`src/hwe_pkg.sv`:
```
// ----------------------------------------------------------------------------
// hwe_pkg: shared types and constants
// Holds the controller states, datapath operations and fixed widths of the
// Hardy-Weinberg exact test core.
// ----------------------------------------------------------------------------
package hwe_pkg;

    localparam int CNT_W   = 13;   // genotype count fields
    localparam int N_W     = 15;   // sum of three counts
    localparam int AL_W    = 16;   // allele and heterozygote counts
    localparam int SAMP_W  = 17;   // width able to hold the sample limit
    localparam int FAC_W   = 34;   // recurrence numerator and denominator
    localparam int W_W     = 64;   // Q24.40 weight
    localparam int PP_W    = 66;   // one 32-bit half of a weight times a factor
    localparam int PROD_W  = 98;   // full weight times factor
    localparam int SUM_W   = 80;   // exact weight sums
    localparam int DIV_W   = 112;  // divider dividend register
    localparam int IT_W    = 7;    // divider iteration counter
    localparam int P_W     = 32;
    localparam int ST_W    = 2;

    localparam logic [W_W-1:0] START_WEIGHT = 64'd100 << 40;
    localparam logic [P_W-1:0] P_NOT_COMPUTABLE = 32'h8000_0000;

    localparam logic [IT_W-1:0] IT_INIT  = 7'd32;
    localparam logic [IT_W-1:0] IT_SCALE = 7'd98;
    localparam logic [IT_W-1:0] IT_FINAL = 7'd110;

    localparam logic [ST_W-1:0] STATUS_OK         = 2'd0;
    localparam logic [ST_W-1:0] STATUS_NO_SAMPLES = 2'd1;
    localparam logic [ST_W-1:0] STATUS_OVERSIZE   = 2'd2;

    typedef enum logic [4:0] {
        ST_IDLE, ST_CHECK, ST_SPECIAL, ST_PROD, ST_DIV0, ST_DIV0_WAIT, ST_ADJ, ST_AB,
        ST_DN_TEST, ST_DN_NUM, ST_DN_MLO, ST_DN_MHI, ST_DN_DIV, ST_DN_WAIT, ST_DN_WR,
        ST_UP_INIT, ST_UP_TEST, ST_UP_NUM, ST_UP_MLO, ST_UP_MHI, ST_UP_DIV, ST_UP_WAIT,
        ST_UP_WR, ST_OBS_RD, ST_OBS_LATCH, ST_SUM_RD, ST_SUM_ACC, ST_FIN_DIV,
        ST_FIN_WAIT, ST_FINISH, ST_DONE
    } state_t;

    typedef enum logic [4:0] {
        OP_NONE, OP_LOAD, OP_SPECIAL, OP_PROD, OP_DIV_INIT, OP_ADJ, OP_AB,
        OP_DN_NUM, OP_UP_INIT, OP_UP_NUM, OP_MUL_LO, OP_MUL_HI, OP_DIV_SCALE,
        OP_DN_WR, OP_UP_WR, OP_OBS_RD, OP_OBS_LATCH, OP_SUM_RD, OP_SUM_ACC,
        OP_DIV_FIN, OP_RESULT
    } dp_op_t;

    typedef struct packed {
        logic no_samples;
        logic oversize;
        logic div_done;
        logic dn_more;
        logic up_more;
        logic sum_last;
    } dp_status_t;

endpackage

```
`src/hwe_ctrl.sv`:
```
// ----------------------------------------------------------------------------
// hwe_ctrl: sequencing state machine
// Steps the datapath through set-up, both recurrence sweeps, the summing
// pass and the final division.
// ----------------------------------------------------------------------------
module hwe_ctrl (
    input  logic                clk,
    input  logic                rst_n,
    input  logic                start,
    input  hwe_pkg::dp_status_t dp_status,
    output hwe_pkg::dp_op_t     dp_op,
    output logic                busy,
    output logic                done
);
    import hwe_pkg::*;

    state_t state_reg;
    state_t state_next;

    always_ff @(posedge clk or negedge rst_n)
    begin
        if (!rst_n)
        begin
            state_reg <= ST_IDLE;
        end
        else
        begin
            state_reg <= state_next;
        end
    end

    always_comb
    begin
        state_next = state_reg;
        unique case (state_reg)
            ST_IDLE:      if (start) state_next = ST_CHECK;
            ST_CHECK:
            begin
                if (dp_status.no_samples || dp_status.oversize)
                    state_next = ST_SPECIAL;
                else
                    state_next = ST_PROD;
            end
            ST_SPECIAL:   state_next = ST_DONE;
            ST_PROD:      state_next = ST_DIV0;
            ST_DIV0:      state_next = ST_DIV0_WAIT;
            ST_DIV0_WAIT: if (dp_status.div_done) state_next = ST_ADJ;
            ST_ADJ:       state_next = ST_AB;
            ST_AB:        state_next = ST_DN_TEST;
            ST_DN_TEST:   state_next = dp_status.dn_more ? ST_DN_NUM : ST_UP_INIT;
            ST_DN_NUM:    state_next = ST_DN_MLO;
            ST_DN_MLO:    state_next = ST_DN_MHI;
            ST_DN_MHI:    state_next = ST_DN_DIV;
            ST_DN_DIV:    state_next = ST_DN_WAIT;
            ST_DN_WAIT:   if (dp_status.div_done) state_next = ST_DN_WR;
            ST_DN_WR:     state_next = ST_DN_TEST;
            ST_UP_INIT:   state_next = ST_UP_TEST;
            ST_UP_TEST:   state_next = dp_status.up_more ? ST_UP_NUM : ST_OBS_RD;
            ST_UP_NUM:    state_next = ST_UP_MLO;
            ST_UP_MLO:    state_next = ST_UP_MHI;
            ST_UP_MHI:    state_next = ST_UP_DIV;
            ST_UP_DIV:    state_next = ST_UP_WAIT;
            ST_UP_WAIT:   if (dp_status.div_done) state_next = ST_UP_WR;
            ST_UP_WR:     state_next = ST_UP_TEST;
            ST_OBS_RD:    state_next = ST_OBS_LATCH;
            ST_OBS_LATCH: state_next = ST_SUM_RD;
            ST_SUM_RD:    state_next = ST_SUM_ACC;
            ST_SUM_ACC:   state_next = dp_status.sum_last ? ST_FIN_DIV : ST_SUM_RD;
            ST_FIN_DIV:   state_next = ST_FIN_WAIT;
            ST_FIN_WAIT:  if (dp_status.div_done) state_next = ST_FINISH;
            ST_FINISH:    state_next = ST_DONE;
            ST_DONE:      state_next = ST_IDLE;
            default:      state_next = ST_IDLE;
        endcase
    end

    always_comb
    begin
        dp_op = OP_NONE;
        unique case (state_reg)
            ST_IDLE:      if (start) dp_op = OP_LOAD;
            ST_SPECIAL:   dp_op = OP_SPECIAL;
            ST_PROD:      dp_op = OP_PROD;
            ST_DIV0:      dp_op = OP_DIV_INIT;
            ST_ADJ:       dp_op = OP_ADJ;
            ST_AB:        dp_op = OP_AB;
            ST_DN_NUM:    dp_op = OP_DN_NUM;
            ST_DN_MLO:    dp_op = OP_MUL_LO;
            ST_DN_MHI:    dp_op = OP_MUL_HI;
            ST_DN_DIV:    dp_op = OP_DIV_SCALE;
            ST_DN_WR:     dp_op = OP_DN_WR;
            ST_UP_INIT:   dp_op = OP_UP_INIT;
            ST_UP_NUM:    dp_op = OP_UP_NUM;
            ST_UP_MLO:    dp_op = OP_MUL_LO;
            ST_UP_MHI:    dp_op = OP_MUL_HI;
            ST_UP_DIV:    dp_op = OP_DIV_SCALE;
            ST_UP_WR:     dp_op = OP_UP_WR;
            ST_OBS_RD:    dp_op = OP_OBS_RD;
            ST_OBS_LATCH: dp_op = OP_OBS_LATCH;
            ST_SUM_RD:    dp_op = OP_SUM_RD;
            ST_SUM_ACC:   dp_op = OP_SUM_ACC;
            ST_FIN_DIV:   dp_op = OP_DIV_FIN;
            ST_FINISH:    dp_op = OP_RESULT;
            default:      dp_op = OP_NONE;
        endcase
    end

    assign busy = (state_reg != ST_IDLE);
    assign done = (state_reg == ST_DONE);

endmodule

```
`config.mk`:
```
export PLATFORM = sky130hd
export DESIGN_NAME = hwe_ctrl
export DESIGN_NICKNAME = d
export VERILOG_FILES = /design/src/hwe_pkg.sv /design/src/hwe_ctrl.sv
export SDC_FILE = /design/constraint.sdc
export NUM_CORES = 1
export LEC_CHECK = 0
export ABC_AREA = 1
export BUFFER_PORTS_ARGS = -buffer_cell sky130_fd_sc_hd__buf_2
export CORE_MARGIN = 2
export CORE_UTILIZATION = 30
export CTS_CLUSTER_DIAMETER = 40
export DETAILED_ROUTE_END_ITERATION = 16
export PLACE_DENSITY = 0.55
export RECOVER_POWER = 25
export SYNTH_ARGS = -nofsm -noshare
export SYNTH_HDL_FRONTEND = slang
export SYNTH_SLANG_ARGS = --single-unit
```
`constraint.sdc`:
```
create_clock -name clk -period 1.6 [get_ports clk]
set_clock_uncertainty 0.15 [all_clocks]
set_input_delay 0.24 -clock clk [delete_from_list [all_inputs] [get_ports clk]]
set_output_delay 0.24 -clock clk [all_outputs]
set_load 0.1 [all_outputs]
```
Word level (Yosys, flattened, before mapping)
Cells that the tools add are included.
{ "op_classes": {"n_reduce_logical": 10, "n_eq_ne": 35, "mux": 12} }
{ "op_table": {"columns": ["cell", "n"], "rows": [
  ["one-hot mux 5 bit (27 select lines)", 1],
  ["one-hot mux 5 bit (20 select lines)", 1],
  ["== test 5 bit (second input constant)", 15],
  ["== test 5 x 4 -> 1 bit (second input constant)", 8],
  ["two-way mux 5 bit", 5],
  ["== test 5 x 3 -> 1 bit (second input constant)", 4],
  ["OR reduction 2 bit", 6],
  ["== test 5 x 2 -> 1 bit (second input constant)", 2],
  ["!= test 2 bit (second input constant)", 5],
  ["two-way mux 3 bit", 2],
  ["== test 5 x 1 -> 1 bit (second input constant)", 1],
  ["logical NOT 5 bit", 1],
  ["AND reduction 5 bit", 1],
  ["nonzero test 5 bit", 1],
  ["two-way mux 1 bit", 2],
  ["two-way mux 2 bit", 1],
  ["logical OR 1 bit", 1]
]} }
{ "word_totals": {"elab_cells": 58, "in_bits": 9, "regBits": 5, "output_inout_bits": 7} }

Depth between registers and ports, before layout
{ "logic_depth": {"depth_word": 3, "mapped_depth": 10, "depth_no_buf": 9} }

Least setup slack after synthesis
No wires, ideal clock.
{ "synth_timing": {"path_kind": "reg2out", "startpoint": "register state_reg[0]", "endpoint": "output port done", "required_ns": 1.210, "path_slack_ns": -1.496, "arrival_time_ns": 2.706, "path_buffers": 1, "path_stages_with_launch": 5, "cell_sequence": "dfrtp_1 -> buf_4 -> inv_1 -> nand2_1 -> nor3_1"} }
{ "synth_between": {"elab_chain_len": 1} }
{ "synth_lines": {"columns": ["item", "line", "text"], "rows": [
  ["start: declaration", "hwe_ctrl.sv:17", "state_t state_reg;"],
  ["start signal: assignment", "hwe_ctrl.sv:28", "state_reg <= state_next;"],
  ["== test 5 bit", "hwe_ctrl.sv:109", "assign done = (state_reg == ST_DONE);"],
  ["end: declaration", "hwe_ctrl.sv:13", "output logic done"]
]} }
No other way between the ends.

Worst setup path in the final report
{ "layout_timing": {"startpoint": "register state_reg[1]", "endpoint": "output port dp_op[0]"} }
{ "layout_between": {"elab_chain_len": 3, "elab_cells_between_ends": 27, "classes_between": "eq/ne (22); mux (1); reduce/logical (4)"} }
{ "layout_lines": {"columns": ["item", "line", "text"], "rows": [
  ["== test 5 bit or == test 5 x 4 -> 1 bit (tied branches)", "hwe_ctrl.sv:80", "unique case (state_reg)"],
  ["OR reduction 2 bit (no line)", null, null],
  ["one-hot mux 5 bit (20 select lines) *", "hwe_ctrl.sv:80", null],
  ["end: declaration", "hwe_ctrl.sv:11", "output hwe_pkg::dp_op_t dp_op,"]
]} }
Mark *: on every way between the ends. The rest lies on a longest branch, timed or not.

==> metrics.md <==
| Metric | Value |
|---|---|
| Final WS setup | -0.518 ns |
| Die area | around 2900 µm² |
| Largest net degree at the start of global routing | 8 |
| Initial antenna violation count | 0 |
| Global-route usage over all layers | between 30% and 40% |
| Fin nets | 224 |
| Mapped Cells | 137 |
| TritonRoute pass-1 iters | 6 |
| Syn. warnings | 0 |
| Worst skew pair latency | 0.24 ns |
| H-tree levels | 1 |
| Setup_tns | -4.24 ns |
| Iter 0 DRT Violations | 60 |
| CTS root buffer | clkbuf_4 |
| First-pass GRT wire length | 6150 µm |
| Max Cap Viol | 0 |
| Normalized max-slew margin | ~81% |
| Filler cell count | 144 |
| Fin crit period | 2.12 ns |
| RSZ-0062 raised after global routing | yes |
| Sequential element share of the synthesized area | 17.0% |
| Mapped Area | around 730 µm² |
| CTS tree | yes |
| IO Pins | 16 |
| Syn nets | 146 |
| Pre-CTS setup slack | -0.289 ns |
| Crit Path Class | flop to output pin |
| CP arrival | about 1.7 ns |
| Final cell count without fillers | 242 |
| HP Class | input port to flop |
| Critical Path Start Type | flop |
| Synth-to-layout area growth | 148% |
| Die Height | 53.5 µm |
| Reg clk slew, reported paths | 0.04 ns |
| Multi-input gate area | 855 µm² |
| Fin crit share | 132% |
| Core area | approximately 2300 µm² |
| Finished Core Util | 80.8% |
| Die span in x | 53.5 µm |
| Outcome | finished, violations left |
| Synth unique cells | 22 |
| Diodes inserted | 0 |
| Number of port buffers | 15 |
| Final count of pins violating max slew | 0 |
| # DRC | 0 |
| Register area | 129 µm² |
| FF+latch count, synth | 5 |
| Final hold violation count | 0 |
| Detailed Place HPWL | 2520 µm |
| GR Overflow Total | 0 |
| Routed Antenna Nets | 0 |
| Clock sinks | 5 |
| Placed insts | 222 |
| Crit path capture type | output pin |
| Violated checks | setup timing |
| CTS max path bufs | 2 |
| DR vias | 1372 |
| Least-Margin Pin Slew | 0.284 ns |
| Final setup fails | 12 |
| Initial Utilization | 32.6% |
| Max FFs per register | 5 |
| DR WL/cell | 17.7 µm |
| CP Max Fanout | 7 |
| WL final | between 4000 and 5000 µm |
| Number of global-route vias before repair | about 1300 |
| Num CTS Buffers | 3 |
| RePlAce Congestion | 1.01 |
| Via/cell ratio | around 5.7 |
| Fraction of layout cells with a size suffix above 1 | 70.1% |
| Avg Synthesized Cell Area | 5.36 µm² |
| Num rows | 17 |
| Max Clk Rate | between 400 and 500 MHz |
| WP data required | 1.21 ns |
cell usage after synthesis (all sizes together):
cell type	count	area share, %
nor3	5	3.4
nand3b	1	1.0
nand2	40	20
nor2	26	16
nand4	3	2.6
buf	5	4.4
or2	1	0.85
o211ai	2	2.0
nand3	24	16
o21ai	3	2.6
inv	14	7.2
a22oi	1	1.0
dfrtp	5	17
o21a	1	1.0
a21oi	4	2.7
a31oi	1	0.85
o22ai	1	0.85
cells in the final DEF, fill, tap and decap left out, drive strengths merged:
cell / instances
dlygate4sd3: 1
nand3b: 1
buf: 76
dfrtp: 5
nand3: 24
or2: 1
nand2: 40
a22oi: 1
o21ai: 3
nor3: 5
o211ai: 2
a31oi: 1
clkbuf: 5
o22ai: 1
a21oi: 4
nand4: 3
nor2: 26
inv: 14
o21a: 1
metrics by stage:
| step | hold slack [ns] | area [µm²] |
|---|---|---|
| final | 0.183 | 1820 |
| after global routing | 0.193 | 1820 |
| after CTS | 0.166 | 1630 |
| after detailed placement | -0.0964 | 1340 |
| after global placement | -0.0973 | 1340 |
| after floorplan | -0.206 | 812 |
layer usage:
layer	routed length [µm]	GRT usage (%)
met1	1560	37.0
met4	211	14.1
met2	2170	52.1
met5	0	0
met3	342	3.67
cell families after synthesis:
family                 Yosys count  share of synthesized area, %
flip-flops                       5                          17.0
AND/OR/NAND/NOR                100                          60.3
AO/OA/AOI/OAI                   13                          11.1
buffers and inverters           19                          11.6
worst paths after layout:
path / from / end / slack, ns / cells past startpoint
min in group asynchronous: rst_n / state_reg[4] / 0.25 / 2
setup / recovery: state_reg[1] / dp_op[0] / -0.52 / 8
hold / removal: start / state_reg[1] / 0.18 / 3
max in group asynchronous: rst_n / state_reg[0] / 0.83 / 2
setup reg to reg: state_reg[1] / state_reg[1] / -0.41 / 14
hold reg to reg: state_reg[0] / state_reg[0] / 0.67 / 3
critical path: stages, from the launching register on:
cell	delay, ns
dfrtp_2	0.53
inv_4	0.07
nor2_4	0.22
nand3_2	0.12
nand3_2	0.12
nor3_2	0.06
buf_4	0.13
nand3_4	0.06
buf_12	0.17
area by class of cell:
| type | instances | area share [%] |
|---|---|---|
| multi-input cells | 113 | 46.9 |
| repair buffers | 78 | 39.2 |
| flip-flops and latches | 5 | 7.07 |
| inverters | 14 | 3.43 |
| well taps | 28 | 1.92 |
| clock buffers | 4 | 1.44 |
timing repair:
item,4_1_cts,5_1_grt
hold buffers,1,0
hold endpoints to repair,5,0
setup endpoints to repair,12,12
pin swaps,16,17
setup buffers,8,11
gates resized for setup,57,37
Power is not shown: default switching activity piles up to over one toggle a cycle in this logic, so the estimate is an artifact.
